### src/sv/imu_pkg.sv
// Shared types and constants for the Ising Metropolis update unit.
`timescale 1ns / 1ps

package imu_pkg;

   // Fixed field widths of the transfer payloads
   localparam int SITE_W         = 6;
   localparam int FRAC_W         = 16;
   localparam int ENERGY_W       = 15;
   localparam int MAGNET_W       = 14;
   localparam int ENERGY_DELTA_W = 5;
   localparam int MAGNET_DELTA_W = 3;
   localparam int CSR_INDEX_W    = 2;

   // Operation codes carried in req_tuser
   localparam logic FUNC_SET     = 1'b0;
   localparam logic FUNC_ATTEMPT = 1'b1;

   // Configuration register indexes
   localparam logic [CSR_INDEX_W-1:0] CSR_THRESH_SMALL = 2'd0;
   localparam logic [CSR_INDEX_W-1:0] CSR_THRESH_LARGE = 2'd1;

   // The site spin and its four wrapped neighbors (1 = +1)
   typedef struct packed {
      logic site;
      logic up;
      logic dn;
      logic lf;
      logic rt;
   } nbhd_type;

   // Outcome of one item
   typedef struct packed {
      logic                              flip;
      logic                              new_spin;
      logic signed [ENERGY_DELTA_W-1:0]  energy_delta;
      logic signed [MAGNET_DELTA_W-1:0]  magnet_delta;
   } flip_decision_type;

endpackage

### src/sv/imu_flip_decide.sv
// Metropolis acceptance and counter deltas for one site.
`timescale 1ns / 1ps

module imu_flip_decide (
   input  imu_pkg::nbhd_type                  nbhd,
   input  logic                               func,
   input  logic                               want_spin,
   input  logic [imu_pkg::FRAC_W-1:0]         rand_fraction,
   input  logic [imu_pkg::FRAC_W-1:0]         thresh_small,
   input  logic [imu_pkg::FRAC_W-1:0]         thresh_large,
   output imu_pkg::flip_decision_type         decision
);

   logic [2:0]              aligned;
   logic signed [5:0]       de_wide;
   logic                    flip;

   // Neighbors that agree with the site; dE = 4*aligned - 8
   assign aligned = 3'(nbhd.up == nbhd.site) + 3'(nbhd.dn == nbhd.site)
                  + 3'(nbhd.lf == nbhd.site) + 3'(nbhd.rt == nbhd.site);
   assign de_wide = $signed({1'b0, aligned, 2'b00}) - 6'sd8;

   always_comb begin
      if (func == imu_pkg::FUNC_ATTEMPT) begin
         case (aligned)
            3'd3:    flip = thresh_small > rand_fraction;
            3'd4:    flip = thresh_large > rand_fraction;
            default: flip = 1'b1;   // energy does not rise
         endcase
      end else begin
         flip = want_spin != nbhd.site;
      end
   end

   assign decision.flip         = flip;
   assign decision.new_spin     = nbhd.site ^ flip;
   assign decision.energy_delta = de_wide[imu_pkg::ENERGY_DELTA_W-1:0];
   // New spin up adds two, new spin down takes two away
   assign decision.magnet_delta = nbhd.site ? -3'sd2 : 3'sd2;

endmodule
### config.mk
export PLATFORM = sky130hd
export DESIGN_NAME = imu_flip_decide
export DESIGN_NICKNAME = d
export VERILOG_FILES = /design/src/sv/imu_pkg.sv /design/src/sv/imu_flip_decide.sv
export SDC_FILE = /design/constraint.sdc
export NUM_CORES = 1
export LEC_CHECK = 0
export ABC_AREA = 1
export BUFFER_PORTS_ARGS = -buffer_cell sky130_fd_sc_hd__buf_2
export CORE_MARGIN = 2
export CORE_UTILIZATION = 47
export DETAILED_ROUTE_END_ITERATION = 8
export PLACE_DENSITY_LB_ADDON = 0.15
export SETUP_SLACK_MARGIN = 0.1
export SYNTH_ARGS = -nofsm -noshare
export SYNTH_HDL_FRONTEND = slang
export SYNTH_SLANG_ARGS = --single-unit
### constraint.sdc
create_clock -name vclk -period 3.3
set_clock_uncertainty 0.15 [all_clocks]
set_input_delay 0.33 -clock vclk [all_inputs]
set_output_delay 0.33 -clock vclk [all_outputs]
set_load 0.005 [all_outputs]
==> results of run 1 <==
## how the worst max path moves through the flow
stage / depth (start not counted) / slack (ns) / endpoint
after floorplan: 15 / 0.60 / decision[8]
after CTS: 15 / 0.34 / decision[8]
after detailed placement: 15 / 0.34 / decision[8]
final: 15 / 0.36 / decision[8]
after global routing: 16 / 0.17 / decision[8]
after global placement: 15 / 0.46 / decision[8]
## final cells by class
class,count,area (µm²)
fill,223,820.8
timing repair buffer,61,305.3
tap,28,35.03
inverter,34,127.6
multi-input combinational,129,923.4
## cells by family (layout without fill, tap and decap cells)
kind of cell | count (synthesis) | in the layout | share of synthesized area, %
other | 2 | 4 | 0.6852
AND/OR/NAND/NOR | 67 | 67 | 28.54
buffers and inverters | 41 | 95 | 16.44
AO/OA/AOI/OAI | 17 | 17 | 8.562
adder cells (fa/ha/maj) | 36 | 36 | 41.78
XOR/XNOR | 5 | 5 | 3.995
## synth_stat cells
| library cell | number | area, µm² |
|---|---|---|
| a21o_2 | 1 | 8.760 |
| nor2_2 | 1 | 6.260 |
| nor2_4 | 2 | 22.52 |
| a21oi_1 | 12 | 60.06 |
| nand3_4 | 1 | 17.52 |
| buf_4 | 7 | 52.55 |
| fa_1 | 1 | 20.02 |
| o21ai_0 | 2 | 10.01 |
| ha_1 | 35 | 437.9 |
| or2_2 | 1 | 6.260 |
| nand4_1 | 2 | 12.51 |
| nand3_2 | 1 | 10.01 |
| conb_1 | 2 | 7.510 |
| nand3_1 | 1 | 5.000 |
| nor2_1 | 10 | 37.54 |
| nand2_1 | 42 | 157.7 |
| nand2_2 | 6 | 37.54 |
| inv_1 | 34 | 127.6 |
| xnor2_1 | 5 | 43.79 |
| a21o_1 | 2 | 15.01 |
## layer usage
metal / up-vias / GRT usage (%) / wire (µm)
met3: 0 / 0.5714 / 148
met4: 0 / 0 / 0
met1: 489 / 17.69 / 910
met5: - / 0 / 0
li1: 628 / - / -
met2: 39 / 42.29 / 1219
## metrics by stage
stage / instance area (µm²) / hold WS (ns)
2_1_floorplan: 1104 / 0.5908
3_3_place_gp: 1391 / 0.8063
3_5_place_dp: 1391 / 0.8183
4_1_cts: 1391 / 0.8177
5_1_grt: 1391 / 0.8328
6_report: 1391 / 0.8152
## power by group
group          switching [W]  internal, W
sequential                 0            0
combinational       0.000111     0.000102
clock                      0            0
==> out/metrics.yaml, run 1 <==
outcome:
  outcome: "finished clean"
global_routing:
  grt_use_total_pct: 18.24
  grt_pass1_vias: 1168
  grt_max_degree: 9
  grt_pass1_wl_mm: 4.036
  gr-total-overflow: 0
  antenna_found_initial: 0
pwr:
  ir_drop_uv: 124.4
  leakagePower_nw: 0.9222
  powerDensity_nw_per_um2: 153.7
  finalPower_w: 0.0002138
run:
  max_cap_viol_count: 0
worst_hold_path:
  holdCritStartpoint: "nbhd[4]"
  min_path_type: "in -> out"
  holdPathEnd: "decision[2]"
  hold_depth: 2
cells_and_area:
  utilization_pct: 62.90
  drive_gt1_share_pct: 33.04
  diodes: 0
  layout_commonest_cell: "buf_2"
  layout_common_cells: "buf_2 (61), nand2_1 (42), ha_1 (35), inv_1 (34), a21oi_1 (12)"
  clock_buffer_count: 0
  seq_cells: 0
  syn_to_final_growth_pct: 26.94
  layoutNonFillerInstCount: 252
  seq_area_um2: 0
  finalNetCount: 317
setup_path:
  crit_slowest_cell: "fa_1"
  crit_fanout: 8
  critPathCaptureType: "output port"
  cpMostUsedCell: "nand2_1"
  start_kind: "primary input"
  cp_num_buf_inv: 2
  crit_chain: "buf_2 > xnor2_1 > fa_1 > ha_1 > ha_1 > nor2_1 > nand2_1 > a21oi_1 > nand2_1 > nand3_2 > nand2_2 > nand2_2 > nand2_1 > nand2_1 > buf_2"
  critical_path.top_delay_family: "adder cells"
  critical_path_arrival_ns: 2.46
  critPathMaxStageDelay_ns: 0.45
  cp_data_required_time_ns: 2.82
  path_class: "in -> out"
  crit_start: "nbhd[4]"
logic_synthesis:
  synth_cells: 168
  synth_warnings: 0
  post_synth_num_cell_types: 20
  seq_area_frac_synth_pct: 0
  syn_area_per_cell_um2: 6.524
  syn-cell-area_um2: 1096
clock_tree:
  hold_buffers: 0
  cts_setup_buffers: 0
  cts.repair.resized: 0
routing:
  route.detailed.drc: 0
  dr.pass1.iters: 4
  dr_total_vias: 1156
  ant_nets: 0
  drt_iter0_markers: 4
  wirelength_mm: 2.277
  viasPerCell: 4.587
  routedWlPerCell_um: 9.036
timing:
  post-route-period-util_pct: 89.14
  rsz0062_at_grt: "no"
  finalSetupTns_ns: 0
  finalWorstPathRequiredPeriod_ns: 2.942
  finalSetupViolations: 0
  fmax_mhz: 339.9
  drv_slew: 0
  finalHoldViolCount: 0
  setup_ws_ns: 0.3582
floorplanning:
  io_pins: 65
  dieWidth_um: 52.29
  coreArea_um2: 2212
  die_h_um: 52.29
  num_rows: 17
  die_area_um2: 2734
  start_util_pct: 49.55
placed_design:
  dp_cells: 252
  dp_hpwl_mm: 2.224
  post-place-ws_ns: 0.3367
  place.gp.congestion: 0.7770
  port_buffers: 61
Note: power is estimated with default switching activity, not from simulation.
==> run 2: changes to the inputs <==
==> constraint.sdc (replaced) <==
create_clock -name vclk -period 3.3
set_clock_uncertainty 0.15 [all_clocks]
set_input_delay 0.33 -clock vclk [all_inputs]
set_output_delay 0.33 -clock vclk [all_outputs]
set_load 0.02 [all_outputs]
==> out/metrics.yaml, run 2 (synthesis results as in run 1) <==
global_routing:
  grt_pass1_wl_mm: 4.008
  gr-total-overflow: 0
  antenna_found_initial: 0
  grt_use_total_pct: 18.06
  grt_max_degree: 9
  grt_pass1_vias: 1155
floorplanning:
  io_pins: 65
  coreArea_um2: 2212
  num_rows: 17
  die_h_um: 52.29
  start_util_pct: 49.55
  dieWidth_um: 52.29
  die_area_um2: 2734
setup_path:
  critPathMaxStageDelay_ns: 0.46
  path_class: "in -> out"
  crit_cells: 15
  critPathCaptureType: "output port"
  cp_data_required_time_ns: 2.82
  crit_slowest_cell: "fa_1"
  cpMostUsedCell: "nand2_1"
  critical_path.top_delay_family: "adder cells"
  crit_chain: "buf_2 > xnor2_1 > fa_1 > ha_1 > ha_1 > nor2_1 > nand2_1 > a21oi_1 > nand2_1 > nand3_2 > nand2_2 > nand2_2 > nand2_1 > nand2_1 > buf_2"
  crit_fanout: 8
  start_kind: "primary input"
  critical_path_arrival_ns: 2.50
  cp_num_buf_inv: 2
clock_tree:
  hold_buffers: 0
  cts.repair.resized: 0
  cts_setup_buffers: 0
cells_and_area:
  layoutNonFillerInstCount: 252
  syn_to_final_growth_pct: 26.94
  layout_commonest_cell: "buf_2"
  fill_cells: 231
  finalNetCount: 317
  multi_input_area_um2: 923.4
  drive_gt1_share_pct: 33.04
  layout_common_cells: "buf_2 (61), nand2_1 (42), ha_1 (35), inv_1 (34), a21oi_1 (12)"
  seq_cells: 0
  clock_buffer_count: 0
  seq_area_um2: 0
  diodes: 0
run:
  max_cap_viol_count: 0
worst_hold_path:
  holdPathEnd: "decision[2]"
  hold_depth: 2
  holdCritStartpoint: "nbhd[4]"
  min_path_type: "in -> out"
routing:
  viasPerCell: 4.647
  drt_iter0_markers: 7
  routedWlPerCell_um: 8.913
  dr.pass1.iters: 4
  dr_total_vias: 1171
  route.detailed.drc: 0
  wirelength_mm: 2.246
  ant_nets: 0
timing:
  rsz0062_at_grt: "no"
  finalSetupViolations: 0
  post-route-period-util_pct: 90.44
  finalHoldViolCount: 0
  fmax_mhz: 335.1
  worst_hold_slack_ns: 0.8490
  finalSetupTns_ns: 0
  drv_slew: 0
  finalWorstPathRequiredPeriod_ns: 2.984
placed_design:
  dp_cells: 252
  dp_hpwl_mm: 2.203
  port_buffers: 61
  place.gp.congestion: 0.7770
pwr:
  ir_drop_uv: 152.8
  leakagePower_nw: 0.9222
  powerDensity_nw_per_um2: 170.4
outcome:
  outcome: "finished clean"
[run 2: cell counts in the layout (fill, tap and decap cells not counted)]
Identical to the previous run, type by type.
[run 2: how the worst max path moves through the flow]
| stage | start | endpoint |
|---|---|---|
| floorplan | nbhd[4] | decision[8] |
| global placement | nbhd[4] | decision[8] |
| detailed placement | nbhd[4] | decision[8] |
| CTS | nbhd[4] | decision[8] |
| global route | nbhd[4] | decision[8] |
| finish | nbhd[4] | decision[8] |
[run 2: metal layers]
metal / GRT usage [%] / vias to the layer above / wire, µm
met2: 41.04 / 41 / 1194
met3: 0.8571 / 0 / 153
met4: 0.4274 / 0 / 0
met1: 17.86 / 501 / 898
met5: 0 / - / 0
li1: - / 629 / -
[run 2: power breakdown]
part	internal [W]	leakage (nW)	switching (W)	total [W]
sequential	0	0	0	0
combinational	0.000103	0.922	0.000134	0.000237
clock	0	0	0	0
total	0.000103	0.922	0.000134	0.000237
[run 2: layout make-up]
cell class,count,area share [%]
Inverter,34,9.173
Multi-Input combinational cell,129,66.37
Tap cell,28,2.518
Timing Repair Buffer,61,21.94
[run 2: through the flow]
stage               setup WS, ns  total power (W)  area, µm²  util, %
floorplan                 0.4251        0.0001761       1104        -
global placement          0.4046        0.0002304       1391    62.90
detailed placement        0.2873        0.0002404       1391    62.90
CTS                       0.2855        0.0002414       1391    62.90
global route              0.1516        0.0002745       1391    62.90
finish                    0.3156        0.0002371       1391    62.90
